File: src/rtl/core/bba_pkg.sv
`timescale 1ns / 1ps
`default_nettype none
// ----------------------------------------------------------------------------
// bba_pkg: shared types and constants of the block bitmap allocator
// Item structs, status codes and the command/status groups that join the
// controller and the datapath.
// ----------------------------------------------------------------------------
package bba_pkg;

  localparam int DEF_MAX_BLOCKS = 4096;
  localparam int FIELD_SPAN     = 4096;
  localparam int BLK_W          = 12;
  localparam int CNT_W          = 13;
  localparam int STS_W          = 2;
  localparam int WORD_W         = 32;
  localparam int BIT_W          = 5;

  localparam logic [CNT_W-1:0] TOTAL_RESET = 13'd4096;

  localparam logic [STS_W-1:0] ST_OK          = 2'd0;
  localparam logic [STS_W-1:0] ST_FULL        = 2'd1;
  localparam logic [STS_W-1:0] ST_DOUBLE_FREE = 2'd2;
  localparam logic [STS_W-1:0] ST_RANGE       = 2'd3;

  localparam logic REQ_ALLOC = 1'b0;
  localparam logic REQ_FREE  = 1'b1;

  typedef struct packed {
    logic             req_type;
    logic [BLK_W-1:0] block_number;
  } in_t;

  typedef struct packed {
    logic [BLK_W-1:0] granted_block;
    logic [STS_W-1:0] status;
  } out_t;

  typedef struct packed {
    logic             capture;
    logic             rd_free;
    logic             rd_scan_start;
    logic             scan_adv;
    logic             wr_alloc;
    logic             wr_free;
    logic             clr_wr;
    logic             emit;
    logic [STS_W-1:0] emit_status;
  } cmd_t;

  typedef struct packed {
    logic req_free;
    logic count_zero;
    logic blk_range;
    logic found;
    logic last_word;
    logic bit_set;
    logic clr_done;
  } sts_t;

endpackage
`default_nettype wire

File: src/rtl/core/bba_ctrl.sv
`timescale 1ns / 1ps
`default_nettype none
// ----------------------------------------------------------------------------
// bba_ctrl: allocator sequencer
// Runs the bitmap clearing pass, then takes one request at a time through
// the scan or free sequence and raises the result strobe.
// ----------------------------------------------------------------------------
module bba_ctrl (
  input  wire           clk,
  input  wire           rst_n,
  input  wire           start,
  input  bba_pkg::sts_t sts,
  output logic          busy,
  output logic          out_valid,
  output bba_pkg::cmd_t cmd
);

  localparam logic [1:0] S_CLEAR = 2'd0;
  localparam logic [1:0] S_IDLE  = 2'd1;
  localparam logic [1:0] S_SCAN  = 2'd2;
  localparam logic [1:0] S_FREE  = 2'd3;

  logic [1:0] state_r;
  logic [1:0] state_nxt;
  logic       out_valid_r;

  always_comb begin
    state_nxt = state_r;
    cmd       = '0;
    case (state_r)
      S_CLEAR: begin
        cmd.clr_wr = 1'b1;
        if (sts.clr_done) begin
          state_nxt = S_IDLE;
        end
      end
      S_IDLE: begin
        if (start) begin
          cmd.capture = 1'b1;
          if (sts.req_free) begin
            if (sts.blk_range) begin
              cmd.emit        = 1'b1;
              cmd.emit_status = bba_pkg::ST_RANGE;
            end else begin
              cmd.rd_free = 1'b1;
              state_nxt   = S_FREE;
            end
          end else if (sts.count_zero) begin
            cmd.emit        = 1'b1;
            cmd.emit_status = bba_pkg::ST_FULL;
          end else begin
            cmd.rd_scan_start = 1'b1;
            state_nxt         = S_SCAN;
          end
        end
      end
      S_SCAN: begin
        if (sts.found) begin
          cmd.wr_alloc    = 1'b1;
          cmd.emit        = 1'b1;
          cmd.emit_status = bba_pkg::ST_OK;
          state_nxt       = S_IDLE;
        end else if (sts.last_word) begin
          cmd.emit        = 1'b1;
          cmd.emit_status = bba_pkg::ST_FULL;
          state_nxt       = S_IDLE;
        end else begin
          cmd.scan_adv = 1'b1;
        end
      end
      S_FREE: begin
        cmd.emit = 1'b1;
        if (sts.bit_set) begin
          cmd.wr_free     = 1'b1;
          cmd.emit_status = bba_pkg::ST_OK;
        end else begin
          cmd.emit_status = bba_pkg::ST_DOUBLE_FREE;
        end
        state_nxt = S_IDLE;
      end
      default: begin
        state_nxt = S_IDLE;
      end
    endcase
  end

  always_ff @(posedge clk) begin
    if (!rst_n) begin
      state_r     <= S_CLEAR;
      out_valid_r <= 1'b0;
    end else begin
      state_r     <= state_nxt;
      out_valid_r <= cmd.emit;
    end
  end

  assign busy      = (state_r != S_IDLE);
  assign out_valid = out_valid_r;

  // every accepted item either keeps the block busy or answers next cycle
  a_accept_progress: assert property (@(posedge clk) disable iff (!rst_n)
    (start && !busy) |=> (busy || out_valid))
    else $error("accepted item neither in progress nor answered");

  // no result may come out of the clearing pass
  a_no_result_from_clear: assert property (@(posedge clk) disable iff (!rst_n)
    out_valid |-> ($past(state_r) != S_CLEAR))
    else $error("result strobe after clearing pass cycle");

  // a clear bit found during a scan ends the item with a grant
  a_found_ends_scan: assert property (@(posedge clk) disable iff (!rst_n)
    (state_r == S_SCAN && sts.found) |=> (state_r == S_IDLE && out_valid))
    else $error("scan did not finish on a found block");

endmodule
`default_nettype wire

File: config.mk
export PLATFORM = sky130hd
export DESIGN_NAME = bba_ctrl
export DESIGN_NICKNAME = d
export VERILOG_FILES = /design/src/rtl/core/bba_pkg.sv /design/src/rtl/core/bba_ctrl.sv
export SDC_FILE = /design/constraint.sdc
export NUM_CORES = 1
export LEC_CHECK = 0
export BUFFER_PORTS_ARGS = -buffer_cell sky130_fd_sc_hd__buf_4
export CORE_AREA = 2 2 39 41
export CTS_BUF_LIST = sky130_fd_sc_hd__clkbuf_4 sky130_fd_sc_hd__clkbuf_8 sky130_fd_sc_hd__clkbuf_16
export DETAILED_ROUTE_END_ITERATION = 16
export DIE_AREA = 0 0 41 43
export SLEW_MARGIN = 20
export SYNTH_ARGS = -nofsm -noshare
export SYNTH_HDL_FRONTEND = slang
export SYNTH_SLANG_ARGS = --single-unit
File: constraint.sdc
create_clock -name clk -period 1.8 [get_ports clk]
set_input_delay 0.36 -clock clk [delete_from_list [all_inputs] [get_ports clk]]
set_output_delay 0.36 -clock clk [all_outputs]
set_load 0.03 [all_outputs]
==> metrics.csv <==
stage;metric;value;unit
status;outcome;completed;
floorplanning;ios;22;
drt;first_iter_violations;3;
worst_hold_path;hold_depth;2;
synthesis;ys_top_cells_by_area;dfxtp_1, nor4b_4, buf_6;
global_route;grt_use_total;9.63;%
floorplanning;die_h;43;um
worst_setup_path;r2r.worst_path.cells;3;
worst_setup_path;regToRegStartpoint;state_r[1];
floorplanning;start_util;19.6;%
clock_tree;cts_htree_levels;1;
global_route;gr-total-overflow;0;
final_layout;nNetsFinal;61;
synthesis;synth_cell_types;22;
synthesis;syn_avg_cell_area;10.1;um^2
worst_hold_path;min_from;rst_n;
worst_setup_path;startpoint_type;flop;
timing;rsz0062_at_grt;no;
clock_tree;clk_pin_slew;0.04;ns
synthesis;synth-edff-count;0;
worst_hold_path;min_path_type;in -> reg;
worst_setup_path;r2r_end;out_valid;
worst_setup_path;endpoint_kind;output port;
drt;drc_errors;0;
synthesis;async_reset_ff_share;0;%
floorplanning;fp.dieW;41;um
place;dp_cells;62;
floorplanning;dieArea;1760;um^2
timing;slew_viol_final;0;
worst_setup_path;worstSetupPathType;reg -> out;
global_route;grt_max_degree;11;
drt;dr_total_vias;281;
power;power;301;uW
final_layout;n_antenna_cell;0;
clock_tree;insertion_delay;0.24;ns
place;place.gp.congestion;0.740;
place;dp_hpwl;532;um
global_route;grt_pass1_wl;1080;um
synthesis;synth_area;272;um^2
timing;tightest_slew;0.401;ns
clock_tree;ctsResizeCount;0;
worst_setup_path;arrival;1.35;ns
synthesis;yosysMostFrequentCell;dfxtp_1;
synthesis;synth_top_area_share;22.1;%
worst_setup_path;critPathRequiredTime;1.44;ns
global_route;grt_antenna_before_repair;0;
clock_tree;clock-root-buffer;clkbuf_4;
drt;routedWlPerCell;10.4;um
floorplanning;rows;14;
clock_tree;numCtsBuffers;3;
timing;slew_headroom;73.2;%
drt;drtPass1Iterations;4;
final_layout;instances_no_fill;66;
timing;setup_viol;0;
synthesis;yosysWarnings;0;
synthesis;synth_flop_cell;dfxtp_1;
job;maxCapViolations;0;
clock_tree;post_cts_buffers;0;
timing;fmax;0.587;GHz
clock_tree;cts_sinks;3;
drt;ant_nets;0;
clock_tree;clockBufferDepth;2;
power;ir_drop;230;uV
synthesis;synthTopCellsByCount;dfxtp_1, buf_6, mux2i_1, o31ai_1;
timing;finalHoldWorstSlack;0.345;ns
clock_tree;cts_tree;yes;
synthesis;seq_area_frac_synth;22.1;%
power;p_per_area;659;nW/um^2
clock_tree;holdBufCountCts;0;
synthesis;synthCells;27;
synthesis;yosys.area.top_type;dfxtp_1;
timing;fin_tns_setup;0;ns
drt;drt-total-wl;688;um
timing;min_period;1.71;ns
final_layout;layout-drive-gt1-share;64.0;%
power;cellLeakagePower;0.000230;uW
final_layout;syn2layout_area_growth;68.2;%
timing;finClkSkew;0.00400;ns
floorplanning;core-area;1380;um^2
timing;hold_viol;0;
worst_setup_path;worst-path-max-fanout;10;
synthesis;syn_nets;37;
final_layout;utilization;33.0;%
synthesis;ys_ff_latch;3;
timing;finalCritPeriodShare;94.7;%
drt;avgViaCountPerCell;4.26;
worst_setup_path;rrSetupSlack;0.69;ns
place;port_buffers;21;
worst_hold_path;worstHoldEndpoint;out_valid;
global_route;first_global_vias;264;
[registers in the layout, summed over array words and instances, names as in the netlist]
name / flops
state_r: 2
out_valid: 1
[metrics by stage]
step | area, um^2 | setup slack [ns]
3_5_place_dp | 427 | 0.367
4_1_cts | 457 | 0.0895
6_report | 457 | 0.0950
2_1_floorplan | 272 | 0.102
5_1_grt | 457 | 0.0156
3_3_place_gp | 427 | 0.335
[per-layer routing]
layer  up-vias  GRT usage, %  wire (um)
met5         -             0          0
li1        145             -          -
met4         0          10.0         19
met2        17          12.2        295
met3         2          2.09         67
met1       117          12.2        306
[cells by family after synthesis]
group	synth area share [%]
muxes	7.37
DFF	22.1
buffers and inverters	9.68
and+or+nand+nor	48.4
AOI/OAI and AO/OA	12.4
[worst max-delay path, cell delays in order, from the launching register on]
cell and delay [ns]:
dfxtp_1 0.55, nand3b_4 0.15, nor3b_1 0.21, buf_4 0.19
[layout by cell type (no fill, tap or decap)]
cell       Yosys  layout
buf_4          0      21
clkbuf_4       0       4
dfxtp_1        3       3
mux2i_1        2       2
o31ai_1        2       2
or2b_1         1       1
nand3b_4       1       1
nor3b_1        1       1
nor3_2         1       1
and3b_2        1       1
o21ai_1        1       1
nand4bb_1      1       1
o21ai_0        1       1
nand3_1        1       1
and2_2         1       1
inv_1          1       1
nor4b_4        1       1
and3_2         1       1
nor2_1         1       1
nor3_1         1       1
a21oi_2        1       1
nor2b_1        1       1
and2_1         1       1
[how the worst max path moves through the flow]
stage,from,to,slack (ns)
after detailed placement,state_r[0],cmd[8],0.37
final,state_r[0],cmd[8],0.09
after global routing,state_r[0],cmd[8],0.02
after CTS,state_r[0],cmd[8],0.09
after floorplan,state_r[1],cmd[8],0.10
after global placement,state_r[0],cmd[8],0.33
[cell type report]
class / count / area (um^2)
Multi-Input combinational cell: 21 / 185
Fill cell: 144 / 927
Clock buffer: 4 / 30.0
Sequential cell: 3 / 60.1
Tap cell: 16 / 20.0
Inverter: 1 / 3.75
Timing Repair Buffer: 21 / 158
[where the power goes]
group / internal [uW] / switching, uW
registers: 70.3 / 8.06
logic: 39.1 / 44.6
clock network: 98.4 / 40.4
No activity file was read; power rests on OpenSTA's default activity.
