==> config.mk <==
export PLATFORM = sky130hd
export DESIGN_NAME = bba_datapath
export DESIGN_NICKNAME = d
export VERILOG_FILES = /design/src/rtl/core/bba_pkg.sv /design/src/rtl/core/bba_ram.sv /design/src/rtl/core/bba_datapath.sv
export SDC_FILE = /design/constraint.sdc
export NUM_CORES = 2
export LEC_CHECK = 0
export BUFFER_PORTS_ARGS = -buffer_cell sky130_fd_sc_hd__buf_2
export CORE_MARGIN = 4
export CORE_UTILIZATION = 57
export DETAILED_ROUTE_END_ITERATION = 10
export GPL_ROUTABILITY_DRIVEN = 1
export PLACE_DENSITY = 0.76
export SLEW_MARGIN = 20
export SYNTH_ARGS = -nofsm -noshare
export SYNTH_HDL_FRONTEND = slang
export SYNTH_HIERARCHICAL = 1
export SYNTH_SLANG_ARGS = --single-unit
==> constraint.sdc <==
create_clock -name clk -period 10.71 [get_ports clk]
set_clock_uncertainty 0.05 [all_clocks]
set_input_delay 0 -clock clk [delete_from_list [all_inputs] [get_ports clk]]
set_output_delay 0 -clock clk [all_outputs]
set_load 0.005 [all_outputs]
==> src/rtl/core/bba_pkg.sv <==
`timescale 1ns / 1ps
`default_nettype none
// ----------------------------------------------------------------------------
// bba_pkg: shared types and constants of the block bitmap allocator
// Item structs, status codes and the command/status groups that join the
// controller and the datapath.
// ----------------------------------------------------------------------------
package bba_pkg;

  localparam int DEF_MAX_BLOCKS = 4096;
  localparam int FIELD_SPAN     = 4096;
  localparam int BLK_W          = 12;
  localparam int CNT_W          = 13;
  localparam int STS_W          = 2;
  localparam int WORD_W         = 32;
  localparam int BIT_W          = 5;

  localparam logic [CNT_W-1:0] TOTAL_RESET = 13'd4096;

  localparam logic [STS_W-1:0] ST_OK          = 2'd0;
  localparam logic [STS_W-1:0] ST_FULL        = 2'd1;
  localparam logic [STS_W-1:0] ST_DOUBLE_FREE = 2'd2;
  localparam logic [STS_W-1:0] ST_RANGE       = 2'd3;

  localparam logic REQ_ALLOC = 1'b0;
  localparam logic REQ_FREE  = 1'b1;

  typedef struct packed {
    logic             req_type;
    logic [BLK_W-1:0] block_number;
  } in_t;

  typedef struct packed {
    logic [BLK_W-1:0] granted_block;
    logic [STS_W-1:0] status;
  } out_t;

  typedef struct packed {
    logic             capture;
    logic             rd_free;
    logic             rd_scan_start;
    logic             scan_adv;
    logic             wr_alloc;
    logic             wr_free;
    logic             clr_wr;
    logic             emit;
    logic [STS_W-1:0] emit_status;
  } cmd_t;

  typedef struct packed {
    logic req_free;
    logic count_zero;
    logic blk_range;
    logic found;
    logic last_word;
    logic bit_set;
    logic clr_done;
  } sts_t;

endpackage
`default_nettype wire

==> src/rtl/core/bba_ram.sv <==
`timescale 1ns / 1ps
`default_nettype none
// ----------------------------------------------------------------------------
// bba_ram: generic single-write, single-read RAM
// One write port and one read port with registered read data.
// ----------------------------------------------------------------------------
module bba_ram #(
  parameter int WIDTH = 32,
  parameter int DEPTH = 128
) (
  input  wire                       clk,
  input  wire                       we,
  input  wire  [$clog2(DEPTH)-1:0]  waddr,
  input  wire  [WIDTH-1:0]          wdata,
  input  wire  [$clog2(DEPTH)-1:0]  raddr,
  output logic [WIDTH-1:0]          rdata
);

  logic [WIDTH-1:0] mem [DEPTH];

  always_ff @(posedge clk) begin
    if (we) begin
      mem[waddr] <= wdata;
    end
    rdata <= mem[raddr];
  end

endmodule
`default_nettype wire

==> src/rtl/core/bba_datapath.sv <==
`timescale 1ns / 1ps
`default_nettype none
// ----------------------------------------------------------------------------
// bba_datapath: bitmap memory, scan pointer and result register
// Holds the block count register, walks the bitmap one word per cycle and
// finds the lowest clear bit of the word under check.
// ----------------------------------------------------------------------------
module bba_datapath #(
  parameter int MAX_BLOCKS = bba_pkg::DEF_MAX_BLOCKS
) (
  input  wire                            clk,
  input  wire                            rst_n,
  input  bba_pkg::in_t                   in_data,
  input  wire                            cfg_valid,
  input  wire  [bba_pkg::CNT_W-1:0]      cfg_data,
  input  bba_pkg::cmd_t                  cmd,
  output bba_pkg::sts_t                  sts,
  output bba_pkg::out_t                  out_data
);

  localparam int EFF   = (MAX_BLOCKS < bba_pkg::FIELD_SPAN) ? MAX_BLOCKS
                                                            : bba_pkg::FIELD_SPAN;
  localparam int WORDS = (EFF + bba_pkg::WORD_W - 1) / bba_pkg::WORD_W;
  localparam int AW    = (WORDS > 1) ? $clog2(WORDS) : 1;
  localparam int DEPTH = 1 << AW;

  localparam logic [bba_pkg::CNT_W-1:0] EFF_CNT = bba_pkg::CNT_W'(EFF);

  logic [bba_pkg::CNT_W-1:0]  total_blocks_r;
  logic [bba_pkg::CNT_W-1:0]  total_blocks_nxt;
  logic [AW-1:0]              chk_addr_r;
  logic [AW-1:0]              chk_addr_nxt;
  logic [AW-1:0]              clr_addr_r;
  logic [AW-1:0]              clr_addr_nxt;
  logic [bba_pkg::BLK_W-1:0]  req_blk_r;
  logic [bba_pkg::BLK_W-1:0]  req_blk_nxt;
  bba_pkg::out_t              out_data_r;
  bba_pkg::out_t              out_data_nxt;

  logic [bba_pkg::CNT_W-1:0]  count_eff;
  logic [bba_pkg::CNT_W-1:0]  base;
  logic [bba_pkg::CNT_W-1:0]  rem;
  logic [AW-1:0]              last_idx;
  logic [bba_pkg::WORD_W-1:0] rd_data;
  logic [bba_pkg::WORD_W-1:0] mask;
  logic [bba_pkg::WORD_W-1:0] free_bits;
  logic [bba_pkg::WORD_W-1:0] iso;
  logic [bba_pkg::BIT_W-1:0]  idx;
  logic [bba_pkg::BLK_W-1:0]  grant;

  logic                       we;
  logic [AW-1:0]              waddr;
  logic [bba_pkg::WORD_W-1:0] wdata;
  logic [AW-1:0]              raddr;

  bba_ram #(
    .WIDTH (bba_pkg::WORD_W),
    .DEPTH (DEPTH)
  ) u_map (
    .clk   (clk),
    .we    (we),
    .waddr (waddr),
    .wdata (wdata),
    .raddr (raddr),
    .rdata (rd_data)
  );

  assign count_eff = (total_blocks_r > EFF_CNT) ? EFF_CNT : total_blocks_r;
  assign last_idx  = AW'((count_eff - 13'd1) >> bba_pkg::BIT_W);
  assign base      = bba_pkg::CNT_W'(chk_addr_r) << bba_pkg::BIT_W;
  assign rem       = count_eff - base;

  // bits of the checked word that lie below the block count
  assign mask      = (rem >= 13'd32) ? '1 : ((32'd1 << rem[bba_pkg::BIT_W-1:0]) - 32'd1);
  assign free_bits = ~rd_data & mask;
  assign iso       = free_bits & (~free_bits + 32'd1);

  always_comb begin
    idx = '0;
    for (int j = 0; j < bba_pkg::WORD_W; j++) begin
      if (iso[j]) begin
        idx = idx | bba_pkg::BIT_W'(j);
      end
    end
  end

  assign grant = (bba_pkg::BLK_W'(chk_addr_r) << bba_pkg::BIT_W) | bba_pkg::BLK_W'(idx);

  always_comb begin
    we    = 1'b0;
    waddr = chk_addr_r;
    wdata = rd_data | iso;
    if (cmd.clr_wr) begin
      we    = 1'b1;
      waddr = clr_addr_r;
      wdata = '0;
    end else if (cmd.wr_alloc) begin
      we    = 1'b1;
    end else if (cmd.wr_free) begin
      we    = 1'b1;
      waddr = AW'(req_blk_r >> bba_pkg::BIT_W);
      wdata = rd_data & ~(32'd1 << req_blk_r[bba_pkg::BIT_W-1:0]);
    end
  end

  always_comb begin
    raddr = chk_addr_r + 1'b1;
    if (cmd.rd_free) begin
      raddr = AW'(in_data.block_number >> bba_pkg::BIT_W);
    end else if (cmd.rd_scan_start) begin
      raddr = '0;
    end
  end

  always_comb begin
    total_blocks_nxt = cfg_valid ? cfg_data : total_blocks_r;
    clr_addr_nxt     = cmd.clr_wr ? clr_addr_r + 1'b1 : clr_addr_r;
    req_blk_nxt      = cmd.capture ? in_data.block_number : req_blk_r;
    chk_addr_nxt     = chk_addr_r;
    if (cmd.rd_scan_start) begin
      chk_addr_nxt = '0;
    end else if (cmd.scan_adv) begin
      chk_addr_nxt = chk_addr_r + 1'b1;
    end
    out_data_nxt = out_data_r;
    if (cmd.emit) begin
      out_data_nxt.granted_block = cmd.wr_alloc ? grant : '0;
      out_data_nxt.status        = cmd.emit_status;
    end
  end

  always_ff @(posedge clk) begin
    if (!rst_n) begin
      total_blocks_r <= bba_pkg::TOTAL_RESET;
      clr_addr_r     <= '0;
    end else begin
      total_blocks_r <= total_blocks_nxt;
      clr_addr_r     <= clr_addr_nxt;
    end
  end

  always_ff @(posedge clk) begin
    chk_addr_r <= chk_addr_nxt;
    req_blk_r  <= req_blk_nxt;
    out_data_r <= out_data_nxt;
  end

  assign sts.req_free   = (in_data.req_type == bba_pkg::REQ_FREE);
  assign sts.count_zero = (count_eff == '0);
  assign sts.blk_range  = ({1'b0, in_data.block_number} >= count_eff);
  assign sts.found      = |free_bits;
  assign sts.last_word  = (chk_addr_r == last_idx);
  assign sts.bit_set    = rd_data[req_blk_r[bba_pkg::BIT_W-1:0]];
  assign sts.clr_done   = (clr_addr_r == AW'(DEPTH - 1));

  assign out_data = out_data_r;

endmodule
`default_nettype wire

==> run_results.csv <==
group,metric,value,unit
pwr,power.density,197,mW/mm²
sta,tns,0,ps
sta,max_slew.worst_pin.slew,1150,ps
pwr,finalPower,35.8,mW
floorplan,rows,195,
synth,synth.avg_cell_area,24.1,µm²
clock_network,cts_resized,0,
detailed_routing,dr.pass1.iters,6,
clock_network,cts_sinks,4181,
detailed_routing,drtIter0Drc,16000,
critical_path,cp_max_fo,96,
sta,hold_viol,0,
detailed_routing,drt-total-wl,474000,µm
synth,yosysWarnings,6,
critical_path,r2r_slack,3580,ps
floorplan,dieWidth,541,µm
global_route,grt_pass1_wl,662000,µm
layout,fin_area,0.182,mm²
detailed_routing,drc,0,
detailed_routing,wire_per_inst,42.3,µm
synth,synth-edff-count,4122,
worst_hold_path,min_path_type,"in -> reg",
floorplan,io_pins,60,
global_route,grt_overflow_total,0,
sta,layout_min_cycle_time,7130,ps
run_status,run_status,"finished clean",
floorplan,die_h,541,µm
critical_path,worstSetupStartpointType,"flip-flop",
critical_path,cp_data_arrival_time,7630,ps
sta,finalMaxSlewViolations,0,
clock_network,cts_buffer_depth,4,
place,routabilityCongestion,0.906,
synth,syn-cell-area,0.162,mm²
synth,syn-num-nets,6764,
layout,final_cells,11200,
sta,period_share,0.666,
sta,fmax,140,MHz
layout,final_nets,7187,
sta,whs,79.2,ps
critical_path,critPathRequiredTime,11200,ps
synth,syn_inst,6702,
layout,area_delta_synth_final,12.5,%
place,dpl_cell_area,0.169,mm²
synth,async_flop_share,0,
layout,finalCoreUtilization,0.645,
sta,postLayoutSetupSlackWorst,3580,ps
place,dpl.hpwl,218000,µm
layout,ff_latch_area,0.125,mm²
clock_network,clkTransAtPathRegs,60,ps
floorplan,die_area,0.292,mm²
clock_network,numCtsBuffers,389,
clock_network,cts_tree,"yes",
clock_network,cts_post_setup_buffers_inserted,0,
critical_path,path_class,"reg -> reg",
critical_path,crit_start,"total_blocks_r[12]",
global_route,grt_usage,0.326,
pwr,p_leak,55.8,nW
detailed_routing,vias,82400,
clock_network,htree_levels,5,
clock_network,clock_latency,930,ps
layout,fillCellCount,16400,
layout,drive_gt1_frac,0.328,
global_route,antenna_found_initial,46,
global_route,grt_pass1_vias,82600,
synth,yosysUniqueCellTypes,72,
critical_path,end_kind,"flip-flop",
synth,ys.flop_type,"edfxtp_1",
synth,seq_area_frac_synth,0.772,
floorplan,start_util,0.573,
worst_hold_path,hold_start,"cfg_valid",
flow_run,drv_cap,0,
clock_network,clock-root-buffer,"clkbuf_16",
layout,multiInputGateArea,0.0366,mm²
sta,final-setup-viol-count,0,
pwr,irDropWorstVdd,145,µV
global_route,grt_max_degree,131,
critical_path,reg2reg_from,"total_blocks_r[12]",
synth,ys_ff_latch,4181,
detailed_routing,vias_per_cell,7.36,
floorplan,core_area,0.282,mm²
detailed_routing,ant_nets,0,
sta,relSlewSlack,0.234,
place,dp_slack,3810,ps
place,dpl.cell_count,10400,
sta,rsz0062_at_grt,"no",
place,portBuffers,57,
[synth_stat cells, drive strengths merged, types with 10 or more instances]
library cell,instances,share of area
nand2,87,0.0020
nor3,23,0.00074
nand4,16,0.00071
nand2b,14,0.00054
edfxtp,4122,0.77
a31oi,10,0.00039
dfxtp,59,0.0073
a41oi,21,0.0011
a21oi,58,0.0018
nor2b,33,0.0013
mux2i,16,0.00099
xnor2,23,0.0012
buf,145,0.0042
ha,22,0.0017
nand3,38,0.0012
mux2,33,0.0023
clkbuf,221,0.0051
or3,12,0.00046
inv,26,0.00060
o21ai,66,0.0020
mux4,1354,0.19
a21o,14,0.00065
nor2,188,0.0044
[placed cells by master, fill, tap and decap left out, types with 13 or more instances in the layout]
| cell type | synthesis | layout |
|---|---|---|
| edfxtp_1 | 4122 | 4122 |
| nor2_4 | 0 | 119 |
| dlygate4sd3_1 | 0 | 97 |
| dfxtp_1 | 59 | 59 |
| buf_4 | 5 | 222 |
| a21oi_4 | 0 | 29 |
| a21o_1 | 14 | 14 |
| clkbuf_16 | 0 | 394 |
| bufinv_16 | 0 | 34 |
| clkinv_2 | 0 | 86 |
| a41oi_1 | 21 | 21 |
| nor2b_1 | 33 | 31 |
| mux4_2 | 1354 | 1354 |
| nand2b_1 | 14 | 14 |
| nand3_1 | 38 | 34 |
| o21ai_0 | 66 | 62 |
| mux2i_1 | 16 | 16 |
| ha_1 | 22 | 22 |
| clkbuf_1 | 220 | 70 |
| xnor2_1 | 23 | 23 |
| clkinvlp_4 | 0 | 17 |
| diode_2 | 0 | 13 |
| clkinv_1 | 2 | 84 |
| nand4_1 | 15 | 15 |
| nor2_1 | 188 | 69 |
| nand2_1 | 87 | 84 |
| mux2_2 | 33 | 33 |
| buf_2 | 85 | 56 |
| a21oi_1 | 58 | 29 |
| inv_1 | 26 | 26 |
| buf_12 | 0 | 18 |
[critical path, cell delays in order (launching register included)]
cell,delay (ps)
dfxtp_1,300
buf_4,220
inv_1,410
nand2_1,320
fa_1,480
nand2b_1,190
a21o_1,240
nand2_1,540
nand4_1,340
a2111oi_4,760
nand4_4,340
nor3_2,490
nand3b_1,220
a21oi_4,730
buf_4,940
[worst paths after layout]
kind,to,cells after the start
worst min-delay path,total_blocks_r[12],3
worst max register to register,u_map/mem[64][27],14
worst max-delay path,u_map/mem[64][27],14
worst min register to register,clr_addr_r[5],2
[layout make-up]
class | count | area share
Antenna cell | 13 | 0.000179
Sequential cell | 4181 | 0.687
Clock buffer | 466 | 0.0558
Tap cell | 3743 | 0.0257
Inverter | 28 | 0.000578
Multi-Input combinational cell | 2127 | 0.201
Timing Repair Buffer | 398 | 0.0185
Clock inverter | 240 | 0.0117
[power by group]
group          leakage (nW)  switching (mW)  total, mW  internal (mW)
logic                  11.6            2.17       3.29           1.12
clock network          6.02            6.13       13.7           7.59
registers              38.2           0.111       18.8           18.7
total                  55.8            8.41       35.8           27.4
[logic make-up (layout without fill, tap and decap cells)]
kind of cell,count (synthesis),count (layout),synth area share
AOI/OAI and AO/OA,218,218,0.00883
xor gates and xnor gates,27,27,0.00146
adders and majority gates,23,23,0.00183
buffers and inverters,394,1132,0.0100
DFF,4181,4181,0.772
muxes,1403,1403,0.192
other,0,13,0
and+or+nand+nor,456,456,0.0136
[sequential cells by signal (all words and copies together), names as in the netlist]
register,count
u_map/rdata,32
req_blk_r,12
total_blocks_r,13
clr_addr_r,7
chk_addr_r,7
out_data,14
u_map/mem,4096
[layer usage]
layer	share of wire	vias up	global-route usage
met5	0.00059	-	0
met3	0.15	1472	0.0914
met2	0.46	7945	0.491
met4	0.056	38	0.147
li1	-	29800	-
met1	0.33	43100	0.454
[timing repair]
| item | 4_1_cts | 5_1_grt |
|---|---|---|
| endpoints found under the setup margin | 0 | 0 |
| hold buffers | 97 | 0 |
| endpoints found under the hold margin | 80 | 0 |
No activity file was read; power rests on OpenSTA's default activity.
